<file path="src/sv/rrb_pkg.sv">
// Shared types, constants and helpers for the record ring buffer controller.
// Used by every module of the block but rrb_ram; depends on nothing else.
package rrb_pkg;

  // Buffer geometry
  localparam int CAPACITY_BYTES = 4096;
  localparam int POSITION_BITS  = 32;
  localparam int HDR_BYTES      = 8;
  localparam int CAP_W          = $clog2(CAPACITY_BYTES);
  localparam int SLOT_W         = CAP_W - 3;
  localparam int SLOT_COUNT     = CAPACITY_BYTES / HDR_BYTES;
  localparam int MAX_PAYLOAD    = CAPACITY_BYTES - HDR_BYTES;

  // Field widths
  localparam int SIZE_W = 32;
  localparam int OFF_W  = 12;
  localparam int HDR_W  = CAP_W + 2;

  // Queue depths between the parts
  localparam int REQ_Q_DEPTH = 2;
  localparam int REQ_Q_AW    = $clog2(REQ_Q_DEPTH);
  localparam int OUT_Q_DEPTH = 2;
  localparam int OUT_Q_AW    = $clog2(OUT_Q_DEPTH);

  // Request codes
  localparam logic [1:0] REQ_RESERVE = 2'd0;
  localparam logic [1:0] REQ_COMMIT  = 2'd1;
  localparam logic [1:0] REQ_FETCH   = 2'd2;

  // Result status codes
  localparam logic [2:0] ST_OK       = 3'd0;
  localparam logic [2:0] ST_FLAGS    = 3'd1;
  localparam logic [2:0] ST_NO_SPACE = 3'd2;
  localparam logic [2:0] ST_EMPTY    = 3'd3;
  localparam logic [2:0] ST_BUSY     = 3'd4;
  localparam logic [2:0] ST_SKIPPED  = 3'd5;

  typedef struct packed {
    logic [1:0]        req_type;
    logic [SIZE_W-1:0] request_size;
    logic [OFF_W-1:0]  sample_offset;
    logic              discard;
  } in_item_t;

  typedef struct packed {
    logic [2:0]       status;
    logic [OFF_W-1:0] payload_offset;
    logic [OFF_W-1:0] payload_length;
    logic             data_ready;
  } out_item_t;

  // Classified request handed from front to back
  typedef struct packed {
    logic [1:0]        kind;
    logic              size_err;
    logic              too_big;
    logic [CAP_W-1:0]  len;
    logic [CAP_W:0]    need;
    logic [SLOT_W-1:0] slot;
    logic              discard;
  } req_t;

  // Header word kept per 8-byte slot
  typedef struct packed {
    logic             busy;
    logic             discard;
    logic [CAP_W-1:0] len;
  } hdr_t;

  // Round payload length plus header up to a multiple of 8
  function automatic logic [CAP_W:0] round_len(input logic [CAP_W-1:0] len);
    logic [CAP_W:0] sum;
    sum = {1'b0, len} + (CAP_W+1)'(HDR_BYTES + 7);
    return {sum[CAP_W:3], 3'b000};
  endfunction

endpackage

</file>
<file path="src/sv/rrb_front.sv">
// Front part: accepts request transactions, classifies them, and holds them
// in a short queue for the back part. Depends on rrb_pkg.
module rrb_front (
  input  logic             clk,
  input  logic             rst,
  input  logic             push,
  output logic             full,
  input  rrb_pkg::in_item_t item,
  output logic             req_valid,
  output rrb_pkg::req_t    req,
  input  logic             req_pop
);
  import rrb_pkg::*;

  req_t                q [REQ_Q_DEPTH];
  logic [REQ_Q_AW-1:0] wr_ptr;
  logic [REQ_Q_AW-1:0] rd_ptr;
  logic [REQ_Q_AW:0]   count;
  logic                accept;
  logic                take;
  req_t                cls;
  logic [CAP_W-1:0]    len;
  logic [CAP_W-1:0]    hoff;

  // Classify the incoming request
  always_comb begin
    len          = CAP_W'(item.request_size);
    hoff         = CAP_W'(item.sample_offset) + CAP_W'(MAX_PAYLOAD);
    cls.kind     = item.req_type;
    cls.size_err = item.request_size[SIZE_W-1] | item.request_size[SIZE_W-2];
    cls.too_big  = item.request_size > SIZE_W'(MAX_PAYLOAD);
    cls.len      = len;
    cls.need     = round_len(len);
    cls.slot     = hoff[CAP_W-1:3];
    cls.discard  = item.discard;
  end

  assign full      = (count == (REQ_Q_AW+1)'(REQ_Q_DEPTH));
  assign accept    = push & ~full;
  assign req_valid = (count != '0);
  assign take      = req_pop & req_valid;
  assign req       = q[rd_ptr];

  // Store entry
  always_ff @(posedge clk) begin
    if (accept) begin
      q[wr_ptr] <= cls;
    end
  end

  // Advance pointers and count
  always_ff @(posedge clk) begin
    if (rst) begin
      wr_ptr <= '0;
      rd_ptr <= '0;
      count  <= '0;
    end else begin
      if (accept) begin
        wr_ptr <= wr_ptr + REQ_Q_AW'(1);
      end
      if (take) begin
        rd_ptr <= rd_ptr + REQ_Q_AW'(1);
      end
      case ({accept, take})
        2'b10:   count <= count + (REQ_Q_AW+1)'(1);
        2'b01:   count <= count - (REQ_Q_AW+1)'(1);
        default: count <= count;
      endcase
    end
  end

endmodule

</file>
<file path="config.mk">
export PLATFORM = sky130hd
export DESIGN_NAME = rrb_front
export DESIGN_NICKNAME = d
export VERILOG_FILES = /design/src/sv/rrb_pkg.sv /design/src/sv/rrb_front.sv
export SDC_FILE = /design/constraint.sdc
export NUM_CORES = 1
export LEC_CHECK = 0
export ABC_AREA = 1
export BUFFER_PORTS_ARGS = -buffer_cell sky130_fd_sc_hd__buf_2
export CORE_AREA = 4 4 110 112
export CTS_CLUSTER_SIZE = 10
export DETAILED_ROUTE_END_ITERATION = 10
export DIE_AREA = 0 0 114 116
export PLACE_DENSITY = 0.49
export SETUP_SLACK_MARGIN = 0.4
export SYNTH_ARGS = -nofsm -noshare
export SYNTH_HDL_FRONTEND = slang
export SYNTH_SLANG_ARGS = --single-unit
export TNS_END_PERCENT = 20
</file>
<file path="constraint.sdc">
create_clock -name clk -period 3 [get_ports clk]
set_input_delay 0.45 -clock clk [delete_from_list [all_inputs] [get_ports clk]]
set_output_delay 0.45 -clock clk [all_outputs]
set_load 0.05 [all_outputs]
</file>
==> results.toml <==
[timing]
whs_ns = 0.318
rsz0062_at_grt = "false"
min_period_over_period_pct = 76.2
worst_slack_ns = 0.715
finalClockSkew_ns = 0.00634
drv_slew = 0
setup_viol = 0
setup_tns_ns = 0
period_needed_ns = 2.28
final_hold_viol_count = 0
fmax_ghz = 0.438

[layout]
area_delta_synth_final_pct = 24.3
final_cell_mix = "85 x buf_2, 72 x edfxtp_1, 34 x nor2_1"
n_antenna_cell = 0
fin_area_mm2 = 0.00434
fill_cells = 1111
final_nets = 398
mostFrequentLayoutCell = "buf_2"
multi_input_area_mm2 = 0.00106
seqCellArea_mm2 = 0.00226
layout-drive-gt1-share_pct = 43.7

[clock_tree]
postCtsSetupBuffers = 0
hold_buffers = 0
clockRootBuffer = "clkbuf_16"
htreeDepth = 3
clock_path_buffers = 2
clk_latency_ns = 0.33
numClockSinks = 77
cts_tree = "yes"
numCtsBuffers = 9
clk_pin_slew_ns = 0.06
ctsResizeCount = 0

[power_and_ir_drop]
p_seq_share_pct = 40.2
leakage_nw = 1.78
netSwitchingFraction_pct = 33.5
total_power_mw = 3.41
clkPwrFrac_pct = 30.6
switchingPower_mw = 1.14
powerDensity_mw_per_mm2 = 786
ir_drop_mv = 0.323
power_frac_comb_pct = 29.1
power.internal_mw = 2.27

[synth]
synthesis.area_mm2 = 0.00349
synth-warning-count = 0
ys_seq_area_share_pct = 64.7
syn-instance-count = 252
yosys.cell_types.count = 26
avgSynthCellArea_um2 = 13.9
ys_ff_latch = 77

[detailed_routing]
drt-vias-per-instance = 4.25
drt_iter0_markers = 61
drt_pass1_iterations = 4
post_drt_wl_per_cell_um = 13.5
num_vias = 2093
drtAntennaViolNets = 0
drc_errors = 0
drt-total-wl_mm = 6.67

[global_routing]
first_global_vias = 2061
globalRouteTotalUtil_pct = 10.3
gr-total-overflow = 0
grt_max_degree = 27
grt_antenna_before_repair = 0
grt_pass1_wl_mm = 10.3

[critical_path]
end_kind = "output port"
max_stage_delay_ns = 0.64
path_cells = "buf_12 -> mux2_2 -> buf_2"
cp_top_family = "flip-flops"
crit_fanout = 24
path_class = "register to output port"
critPathSlowestCell = "dfxtp_2"
crit_path_start_kind = "register"
cp.required_ns = 2.55
crit_arrival_ns = 1.83
worstPathBufferInverterCount = 2

[floorplan]
fp.dieH_um = 116
coreArea_mm2 = 0.0112
io-pin-count = 92
die_w_um = 114
dieArea_mm2 = 0.0132
start_util_pct = 31.1
rows = 39

[place]
hpwl_mm = 4.63
place_area_mm2 = 0.00405
port_buffers = 85
post-place-ws_ns = 1.02
place.gp.congestion = 0.760

[run]
maxCapViolations = 0

[run_status]
status = "finished clean"

[min_path]
hp-class = "input port to register"
## through the flow
step,std cells,utilization [%]
2_1_floorplan,254,-
3_3_place_gp,477,36.1
3_5_place_dp,477,36.1
4_1_cts,493,38.7
5_1_grt,493,38.7
6_report,493,38.7
## flip-flops by register name, summed over array words and instances (netlist names), named ones only
name and count:
q 72, count 2, wr_ptr 1, rd_ptr 1
## cell usage after synthesis, drive strengths merged
library cell | instances | area, µm²
a21oi | 10 | 50.1
and2 | 1 | 6.26
buf | 8 | 105
clkinv | 1 | 3.75
conb | 1 | 3.75
dfxtp | 5 | 100
edfxtp | 72 | 2160
ha | 2 | 25.0
inv | 22 | 82.6
mux2 | 36 | 518
nand2 | 34 | 135
nand3 | 5 | 30.0
nand4 | 3 | 18.8
nor2 | 39 | 154
o21ai | 5 | 32.5
or2 | 1 | 6.26
xnor2 | 2 | 17.5
xor2 | 5 | 43.8
## metal layers
layer	vias up	wire (µm)	global-route usage, %
li1	1055	-	-
met1	978	2910	12.1
met2	52	3270	17.6
met3	8	412	4.13
met4	0	75	3.09
met5	-	0	0
## worst paths after layout
check | start | end | slack, ns | cells past startpoint
worst max-delay path | register | req[1] | 0.72 | 3
worst min-delay path | item[45] | q[1][34] | 0.32 | 1
worst max register to register | count[0] | q[0][9] | 1.27 | 3
worst min register to register | rd_ptr | rd_ptr | 0.50 | 2
## cell type report
type / count / area share, %
clock buffer: 9 / 5.19
clock inverter: 7 / 1.50
inverter: 23 / 1.99
multi-input combinational: 146 / 24.5
sequential: 77 / 52.1
tap: 143 / 4.12
timing repair buffer: 88 / 10.6
## kinds of logic (layout without fill, tap and decap cells)
logic type | count (synthesis) | in the layout | share of synthesized area (%)
and+or+nand+nor | 83 | 83 | 10.0
DFF | 77 | 77 | 64.7
muxes | 36 | 36 | 14.8
buffers and inverters | 31 | 127 | 5.48
AOI/OAI and AO/OA | 15 | 15 | 2.36
xor gates and xnor gates | 7 | 7 | 1.75
adders and majority gates | 2 | 2 | 0.716
other | 1 | 3 | 0.107
## power groups by stage
stage / combinational [mW] / clock, mW / sequential [mW]
after floorplan: 0.851 / 0 / 1.37
after global placement: 1.01 / 0 / 1.39
after detailed placement: 1.01 / 0 / 1.40
after CTS: 1.01 / 1.09 / 1.38
after global routing: 1.06 / 1.15 / 1.39
final: 0.994 / 1.05 / 1.37
Power figures use the tool's default switching activity.
