===== src/sv/rrb_pkg.sv =====
// Shared types, constants and helpers for the record ring buffer controller.
// Used by every module of the block but rrb_ram; depends on nothing else.
package rrb_pkg;

  // Buffer geometry
  localparam int CAPACITY_BYTES = 4096;
  localparam int POSITION_BITS  = 32;
  localparam int HDR_BYTES      = 8;
  localparam int CAP_W          = $clog2(CAPACITY_BYTES);
  localparam int SLOT_W         = CAP_W - 3;
  localparam int SLOT_COUNT     = CAPACITY_BYTES / HDR_BYTES;
  localparam int MAX_PAYLOAD    = CAPACITY_BYTES - HDR_BYTES;

  // Field widths
  localparam int SIZE_W = 32;
  localparam int OFF_W  = 12;
  localparam int HDR_W  = CAP_W + 2;

  // Queue depths between the parts
  localparam int REQ_Q_DEPTH = 2;
  localparam int REQ_Q_AW    = $clog2(REQ_Q_DEPTH);
  localparam int OUT_Q_DEPTH = 2;
  localparam int OUT_Q_AW    = $clog2(OUT_Q_DEPTH);

  // Request codes
  localparam logic [1:0] REQ_RESERVE = 2'd0;
  localparam logic [1:0] REQ_COMMIT  = 2'd1;
  localparam logic [1:0] REQ_FETCH   = 2'd2;

  // Result status codes
  localparam logic [2:0] ST_OK       = 3'd0;
  localparam logic [2:0] ST_FLAGS    = 3'd1;
  localparam logic [2:0] ST_NO_SPACE = 3'd2;
  localparam logic [2:0] ST_EMPTY    = 3'd3;
  localparam logic [2:0] ST_BUSY     = 3'd4;
  localparam logic [2:0] ST_SKIPPED  = 3'd5;

  typedef struct packed {
    logic [1:0]        req_type;
    logic [SIZE_W-1:0] request_size;
    logic [OFF_W-1:0]  sample_offset;
    logic              discard;
  } in_item_t;

  typedef struct packed {
    logic [2:0]       status;
    logic [OFF_W-1:0] payload_offset;
    logic [OFF_W-1:0] payload_length;
    logic             data_ready;
  } out_item_t;

  // Classified request handed from front to back
  typedef struct packed {
    logic [1:0]        kind;
    logic              size_err;
    logic              too_big;
    logic [CAP_W-1:0]  len;
    logic [CAP_W:0]    need;
    logic [SLOT_W-1:0] slot;
    logic              discard;
  } req_t;

  // Header word kept per 8-byte slot
  typedef struct packed {
    logic             busy;
    logic             discard;
    logic [CAP_W-1:0] len;
  } hdr_t;

  // Round payload length plus header up to a multiple of 8
  function automatic logic [CAP_W:0] round_len(input logic [CAP_W-1:0] len);
    logic [CAP_W:0] sum;
    sum = {1'b0, len} + (CAP_W+1)'(HDR_BYTES + 7);
    return {sum[CAP_W:3], 3'b000};
  endfunction

endpackage


===== src/sv/rrb_out_queue.sv =====
// Result queue: parts the back part from the result receiver.
// Depends on rrb_pkg.
module rrb_out_queue (
  input  logic               clk,
  input  logic               rst,
  input  logic               push,
  input  rrb_pkg::out_item_t item,
  output logic               full,
  input  logic               pop,
  output logic               empty,
  output rrb_pkg::out_item_t result
);
  import rrb_pkg::*;

  out_item_t           q [OUT_Q_DEPTH];
  logic [OUT_Q_AW-1:0] wr_ptr;
  logic [OUT_Q_AW-1:0] rd_ptr;
  logic [OUT_Q_AW:0]   count;
  logic                put;
  logic                take;

  assign full   = (count == (OUT_Q_AW+1)'(OUT_Q_DEPTH));
  assign empty  = (count == '0);
  assign put    = push & ~full;
  assign take   = pop & ~empty;
  assign result = q[rd_ptr];

  // Store entry
  always_ff @(posedge clk) begin
    if (put) begin
      q[wr_ptr] <= item;
    end
  end

  // Advance pointers and count
  always_ff @(posedge clk) begin
    if (rst) begin
      wr_ptr <= '0;
      rd_ptr <= '0;
      count  <= '0;
    end else begin
      if (put) begin
        wr_ptr <= wr_ptr + OUT_Q_AW'(1);
      end
      if (take) begin
        rd_ptr <= rd_ptr + OUT_Q_AW'(1);
      end
      case ({put, take})
        2'b10:   count <= count + (OUT_Q_AW+1)'(1);
        2'b01:   count <= count - (OUT_Q_AW+1)'(1);
        default: count <= count;
      endcase
    end
  end

endmodule


===== config.mk =====
export PLATFORM = sky130hd
export DESIGN_NAME = rrb_out_queue
export DESIGN_NICKNAME = d
export VERILOG_FILES = /design/src/sv/rrb_pkg.sv /design/src/sv/rrb_out_queue.sv
export SDC_FILE = /design/constraint.sdc
export NUM_CORES = 1
export LEC_CHECK = 0
export BUFFER_PORTS_ARGS = -buffer_cell sky130_fd_sc_hd__buf_2
export CORE_MARGIN = 8
export CORE_UTILIZATION = 30
export CTS_CLUSTER_SIZE = 40
export DETAILED_ROUTE_END_ITERATION = 6
export PLACE_DENSITY = 0.49
export REMOVE_ABC_BUFFERS = 1
export SLEW_MARGIN = 20
export SYNTH_ARGS = -nofsm -noshare
export SYNTH_HDL_FRONTEND = slang
export SYNTH_SLANG_ARGS = --single-unit

===== constraint.sdc =====
create_clock -name clk -period 6.4 [get_ports clk]
set_clock_uncertainty 0.2 [all_clocks]
set_input_delay 0.64 -clock clk [delete_from_list [all_inputs] [get_ports clk]]
set_output_delay 0.64 -clock clk [all_outputs]
set_load 0.05 [all_outputs]

==> results of run 1 <==
==> worst min-delay path by stage <==
| stage | endpoint | slack [ns] | depth (start not counted) |
|---|---|---|---|
| detailed placement | wr_ptr | 0.29 | 2 |
| floorplan | wr_ptr | 0.25 | 2 |
| global route | q[0][15] | 0.28 | 1 |
| finish | q[0][5] | 0.30 | 1 |
| global placement | wr_ptr | 0.27 | 2 |
| CTS | q[0][19] | 0.28 | 1 |
==> cells by family (layout without fill, tap and decap cells) <==
group	after synthesis	count (layout)
mux	28	28
compound gates	5	5
fa+ha+maj	1	1
buf+inv	6	82
flops	61	61
simple gates	9	9
xor+xnor	3	3
==> stage by stage <==
stage / area [um2] / std cells / hold WS [ns] / total power [W]
after floorplan: 2221 / 110 / 0.2518 / 0.0009257
after global placement: 2665 / 272 / 0.2719 / 0.001038
after detailed placement: 2665 / 272 / 0.2938 / 0.001051
after CTS: 2912 / 288 / 0.2849 / 0.001465
after global routing: 2912 / 288 / 0.2839 / 0.001505
final: 2912 / 288 / 0.3026 / 0.001441
==> metal layers <==
layer / GRT usage [%] / routed length, um / vias to the layer above
met5: 0 / 0 / -
met4: 5.418 / 78 / 0
met3: 3.610 / 330 / 8
met2: 14.54 / 2175 / 45
met1: 8.354 / 1694 / 588
li1: - / - / 573
==> final cells by class <==
class,count,area (um2),share of cell area (%)
sequential,61,1782,61.19
multi-input combinational,46,427.9,14.70
timing repair buffer,63,320.3,11.00
clock buffer,9,123.9,4.254
tap,99,123.9,4.254
clock inverter,7,122.6,4.211
inverter,3,11.26,0.3868
==> layout by cell type (no fill, tap or decap), drive strengths merged <==
master	count
clkinv	1
xnor2	2
edfxtp	56
clkinvlp	2
bufinv	3
dfxtp	5
nand2b	1
o21ai	2
nand2	1
clkbuf	9
ha	1
buf	63
nor2	4
inv	4
o21a	1
and3	1
xor2	1
or3	2
a21oi	2
mux2	28
==> state kept, by name, summed over array words and instances (netlist names), named ones only <==
signal / count
wr_ptr: 1
rd_ptr: 1
count: 2
q: 56
==> power groups by stage <==
stage	clock [W]	sequential, W	combinational, W
2_1_floorplan	0	0.000547	0.000379
5_1_grt	0.000437	0.000545	0.000523
3_5_place_dp	0	0.000549	0.000503
4_1_cts	0.000421	0.000540	0.000504
3_3_place_gp	0	0.000543	0.000495
6_report	0.000409	0.000538	0.000494
==> cell usage after synthesis <==
| cell | n | area [um2] |
|---|---|---|
| sky130_fd_sc_hd__a21oi_1 | 2 | 10.01 |
| sky130_fd_sc_hd__nor2_1 | 4 | 15.01 |
| sky130_fd_sc_hd__ha_1 | 1 | 12.51 |
| sky130_fd_sc_hd__nand2b_2 | 1 | 8.760 |
| sky130_fd_sc_hd__nand2_1 | 1 | 3.750 |
| sky130_fd_sc_hd__mux2_1 | 11 | 123.9 |
| sky130_fd_sc_hd__o21ai_0 | 2 | 10.01 |
| sky130_fd_sc_hd__xor2_1 | 1 | 8.760 |
| sky130_fd_sc_hd__xnor2_1 | 2 | 17.52 |
| sky130_fd_sc_hd__o21a_1 | 1 | 7.510 |
| sky130_fd_sc_hd__edfxtp_1 | 56 | 1682 |
| sky130_fd_sc_hd__mux2_2 | 17 | 191.4 |
| sky130_fd_sc_hd__or3_1 | 2 | 12.51 |
| sky130_fd_sc_hd__and3_1 | 1 | 6.260 |
| sky130_fd_sc_hd__dfxtp_1 | 5 | 100.1 |
| sky130_fd_sc_hd__buf_2 | 3 | 15.01 |
| sky130_fd_sc_hd__inv_1 | 2 | 7.510 |
| sky130_fd_sc_hd__inv_2 | 1 | 3.750 |
==> results summary, run 1 <==
The flow ran to the end, and the final reports show no timing, DRC or antenna violations. Entering global routing, the biggest net connects 29 pins. Traced cell by cell, the critical path runs through buf_4, mux2_1, buf_2. Dividing total power by cell area gives a power density of 494.9 mW/mm2.

Of the post-synthesis cell area, the part taken by muxes is 14.10%. The count of cells resized by post-cts repair is 0. The H-tree was split into 3 levels. The DRC violation total after the first TritonRoute iteration came out at 61. The worst reg-to-reg path cell count came out at 4.

The number of maximum-capacitance constraint violations is 0. The number of rows created at floorplan is 31. Using the TritonRoute via totals, the vias-per-cell ratio works out to 4.215. Counting buffers and inverters, the worst setup path is 3 cells deep. The synthesized netlist cell count is 113. The setup slack at placement is 3.735 ns. The number of placed I/O pins came out at 62.

The critical path ends at result[12]. The routed design could run at a clock period as short as 2.821 ns. The critical path in this run is classified as flop to primary output. The worst register-to-register path begins at count[0]. TritonCTS built the clock tree.

The synthesized netlist devotes 0.5596% of its cell area to adder and majority cells. The detailed-route wire length came out at 4280 um. The post-detailed-placement half-perimeter wirelength is 2992 um. The die outline area came out at 0.01047 mm2. The starting density of the core is 30.83%. Buffers added to address setup during post-CTS repair amount to 0. Setup total negative slack on the finished layout was measured at 0 ns. The tree is rooted in a sky130_fd_sc_hd__clkbuf_8. The source-to-sink clock delay at the later pin of the worst-skew pair is 0.32 ns. The internal power came out at 0.0009014 W.

The headroom to the max-slew limit is 57.33%. The top fanout value on the critical path is 15. The Yosys warning count came out at 0. The final hold violation count came to 0. For this run, the detailed router's first-pass iteration total came to 4.

The nature of the critical path startpoint is a flop. The endpoint identified for the worst register-to-register timing path is q[0][23]. The final standard cell utilization of the core came out at 40.14%.

The cell area after synthesis came out at 0.002236 mm2. The share of the cycle needed by the critical path after routing is 44.08%. Setup repair after global routing left no endpoint under its margin.

STA puts the critical path data required time at 5.56 ns. Combinational logic is responsible for 34.3% of the overall power. The area fraction in and, or, nand and nor cells after synthesis came out at 2.071%. The first-pass GRT wire length came out at 6465 um. The slowest cell on the critical path is sky130_fd_sc_hd__dfxtp_1. The number of clock sinks seen by CTS is 61. After synthesis, the largest family of logic cells by area is multiplexers.

Per report_power, the clock group accounts for 28.4% of the total. The number of buffers between clock root and the deepest sink is 2. The total CTS buffers is 9. The floorplan step set the die width to 102.3 um.

Fill cells in the final layout number 703. The delay contributed by the slowest stage of the critical path came out at 0.72 ns. The number of I/O port buffers came out at 61. The register-to-register setup slack came out at 4.33 ns. STA classifies the critical path endpoint as a primary output. The xor/xnor share of the synthesized area came out at 1.175%. In this design, the largest share of critical-path delay is due to flip-flops. The final setup violation count is 0. The post-synthesis compound-gate area fraction is 1.231%.

The signed area change from the synthesized netlist to the final layout is 30.22%. The detail route stage leaves a number of antenna-violating nets equal to 0. Counting flops and latches in the post-synthesis netlist gives 61. The number of design rule violations left after detail routing is 0. From bottom edge to top edge, the die measures 102.3 um.

The total congestion overflow after global routing is 0. Buffers inserted to repair hold after CTS numbered 0. The largest vdd supply drop is 0.2038 mV. The actual slew at the worst max-slew pin is 0.6391 ns.

The detailed router placed 1214 vias in this run. In the global route stage, overall resource usage came out at 8.524%. The clock slew seen by the registers of the worst setup and hold paths came out at 0.07 ns. The diode insertion count for antenna repair came out at 0. The final weighted congestion in routability-driven placement is 0.6855.

The worst hold path belongs to the class primary input to flop. STA puts the critical path data arrival time at 1.98 ns. The share of the yosys chip area belonging to registers came out at 79.69%.

In the final routed layout, each cell accounts on average for 14.86 um. The worst setup slack after layout is 3.579 ns. The peak clock frequency supported by timing is 0.3545 GHz. The hold path startpoint is item[5].

The static leakage is 1.100 nW. The post-route netlist has 52.38% of its cells at a drive strength greater than 1. The net switching power of the design came out at 0.0005395 W. Averaged over all synthesized cells, the footprint is 19.79 um2. The initial antenna violation count is 0. The portion of total power attributed to sequential cells came out at 37.3%. The fraction of power spent switching nets is 37.44%. The number of global-route vias before repair is 1327.

The combined buffer and inverter count along the critical path is 2. The number of nets in the finished design came out at 217. The max-slew violation count is 0. The area inside the core boundary came out at 0.007253 mm2. Counting distinct cell types in the post-synthesis netlist gives 18.
Note: power is estimated with default switching activity, not from simulation.
==> run 2: changes to the inputs <==
==> constraint.sdc (replaced) <==
create_clock -name clk -period 2.9 [get_ports clk]
set_clock_uncertainty 0.2 [all_clocks]
set_input_delay 0.29 -clock clk [delete_from_list [all_inputs] [get_ports clk]]
set_output_delay 0.29 -clock clk [all_outputs]
set_load 0.05 [all_outputs]
==> run 2 against run 1 <==
Effect of this change: non-clock buffer count increased by 32; sequential power grew 120%; via count rose by 8.6%; clock-buffer cell count did not move; setup slack lost 3.0 ns; power grew 120%; cell count increased by 11%; wire length grew 1.5%; worst hold slack lost 0.15 ns; global-route usage is 0.10 points higher; combinational power grew 130%; register-to-register slack worse by 3.2 ns; critical endpoint is now result[20].
==> results summary, run 2 (synthesis gave the netlist of run 1 again) <==
The critical path goes through buf_4, mux2_2, buf_2. The share of layout cells above drive strength 1 came out at 45.70%. The worst reg-to-reg path cell count is 5.

The via-per-instance ratio is 4.122. The first-pass GRT wire length is 6617 um. After clock tree synthesis, the clock-pin slew on the worst setup and hold paths is 0.07 ns. The combined buffer and inverter count along the critical path came out at 2. The detailed-route wire length is 4345 um.

The delay contributed by the slowest stage of the critical path came out at 0.49 ns. The number of design rule violations left after detail routing is 0. Dividing total power by cell area gives a power density of 998.3 mW/mm2. Setup repair after global routing left no endpoint under its margin. The total congestion overflow after global routing is 0. The starting density of the core is 30.83%. At the worst endpoint, the required time is 2.41 ns. The tree is rooted in a sky130_fd_sc_hd__clkbuf_8. The total stage count of the critical path is 3. Measured against its own limit, the worst slew margin works out to 79.87%.

The final cell area excluding filler cells came out at 0.003224 mm2. Leaving out fill and tap cells, the most frequent cell in the layout is sky130_fd_sc_hd__buf_2. The share of the cycle needed by the critical path after routing came out at 78.53%.

The number of nets still failing antenna checks after routing is 0. In the final layout, the multi-input gates occupy 427.9 um2. The number of maximum-capacitance constraint violations is 0. The H-tree was split into 3 levels. The run finished with clean final reports. Across all setup checks in the final design, the least slack found is 0.6227 ns. The number of rows created at floorplan is 31. The final setup violation count came out at 0. From bottom edge to top edge, the die measures 102.3 um. The DRC violation total after the first TritonRoute iteration came out at 16.

In the layout the commonest cells are sky130_fd_sc_hd__buf_2, sky130_fd_sc_hd__edfxtp_1, sky130_fd_sc_hd__dlygate4sd3_1. The pin count of the biggest net entering global routing is 23. The final routed wire length divided by cell count came out at 13.58 um. The peak clock frequency supported by timing is 0.4391 GHz.

The CTS tree is built. The number of global-route vias before repair came out at 1402. The total CTS buffers is 9.

The overall via count from detail_route is 1319. The max-slew violation count is 0. The largest registers in the layout are q x56, count x2. The source-to-sink clock delay at the later pin of the worst-skew pair came out at 0.33 ns. At the placement stage, the worst setup path has a slack of 0.9401 ns.

Global routing used 8.624% of the available tracks across all layers. The final weighted congestion in routability-driven placement came out at 0.6774. 62 I/O pins were placed. The detailed-routing iteration count for the pre-antenna-repair pass is 4. The number of buffers between clock root and the deepest sink is 2. The floorplan step defined a core boundary enclosing 0.007253 mm2. The classification of the worst-slack hold path is primary input to flop. In the final layout, flip-flops and latches occupy 0.001782 mm2. The static leakage came out at 1.238 nW. The post-CTS setup buffer count came out at 0. The family of cells with the greatest summed delay on the critical path is buffers and inverters.

At the pin with the least slew margin, the transition time is 0.3020 ns. The post-route minimum period is 2.277 ns. The worst hold path passes through 4 cells. The final-layout fill cell count is 649.

The top fanout value on the critical path is 22. The signed area change from the synthesized netlist to the final layout is 44.21%. The HPWL after detailed placement is 3079 um. More flip-flops sit in one register than any other, and that register is q.

The number of clock sinks seen by CTS came out at 61. The slowest stage of the critical path belongs to the cell sky130_fd_sc_hd__dfxtp_1. The register with the most flip-flops in the layout has 56 of them. The die outline area came out at 0.01047 mm2. The number of I/O port buffers is 61. Across the VDD grid, the largest voltage drop is 0.5329 mV. The initial antenna violation count came to 0. The nature of the critical path startpoint is a flop. Summing all placed instances gives a cell area of 0.002688 mm2. The repair_antennas step left the layout with diodes totalling 0. Setup total negative slack on the finished layout was measured at 0 ns. STA classifies the critical path endpoint as a primary output. The worst setup path category is flop to primary output. The data arrival time of the critical path is 1.79 ns.

Measured along the x axis, the die boundary spans 102.3 um. The final layout contains 249 nets. The final hold violation count came out at 0.
-- run 2: tightest hold or removal path: stages --
cell and delay [ns]:
sky130_fd_sc_hd__buf_2 0.12, sky130_fd_sc_hd__inv_1 0.06, sky130_fd_sc_hd__or3_1 0.12, sky130_fd_sc_hd__a21oi_1 0.06
-- run 2: path summary, 6_finish.rpt --
| check | start | to | slack [ns] |
|---|---|---|---|
| worst min register to register | wr_ptr | wr_ptr | 0.30 |
| worst max-delay path | flop | result[20] | 0.62 |
| worst max register to register | count[0] | q[0][23] | 1.09 |
| worst min-delay path | push | wr_ptr | 0.16 |
-- run 2: stage by stage --
step | utilization, % | instances | hold slack, ns | total power, W
floorplan | - | 110 | 0.1591 | 0.002043
global placement | 37.05 | 275 | 0.2654 | 0.002307
detailed placement | 37.05 | 275 | 0.2811 | 0.002322
CTS | 44.45 | 320 | 0.1349 | 0.003272
global route | 44.45 | 320 | 0.1797 | 0.003356
finish | 44.45 | 320 | 0.1571 | 0.003219
-- run 2: cell type report --
type	instances	share of cell area, %
Clock buffer	9	3.842
Clock inverter	7	3.803
Inverter	3	0.3492
Multi-Input combinational cell	46	13.27
Sequential cell	61	55.26
Tap cell	99	3.842
Timing Repair Buffer	95	19.64
-- run 2: routing by layer --
layer  vias to the layer above  GRT usage (%)  part of all wire, %
met2                        40          13.94                   50
met3                         8          4.019                  7.5
li1                        639              -                    -
met4                         0          4.740                  1.3
met5                         -              0                    0
met1                       632          9.144                   42
-- run 2: repair_timing --
| item | CTS | global route |
|---|---|---|
| setup endpoints to repair | 0 | 0 |
| hold endpoints to repair | 61 | 0 |
| gates resized for setup | 0 | 0 |
| hold buffers | 29 | 0 |
-- run 2: power breakdown --
group          switching (W)  internal [W]
combinational       0.000808      0.000335
sequential         0.0000549       0.00111
clock               0.000332      0.000574
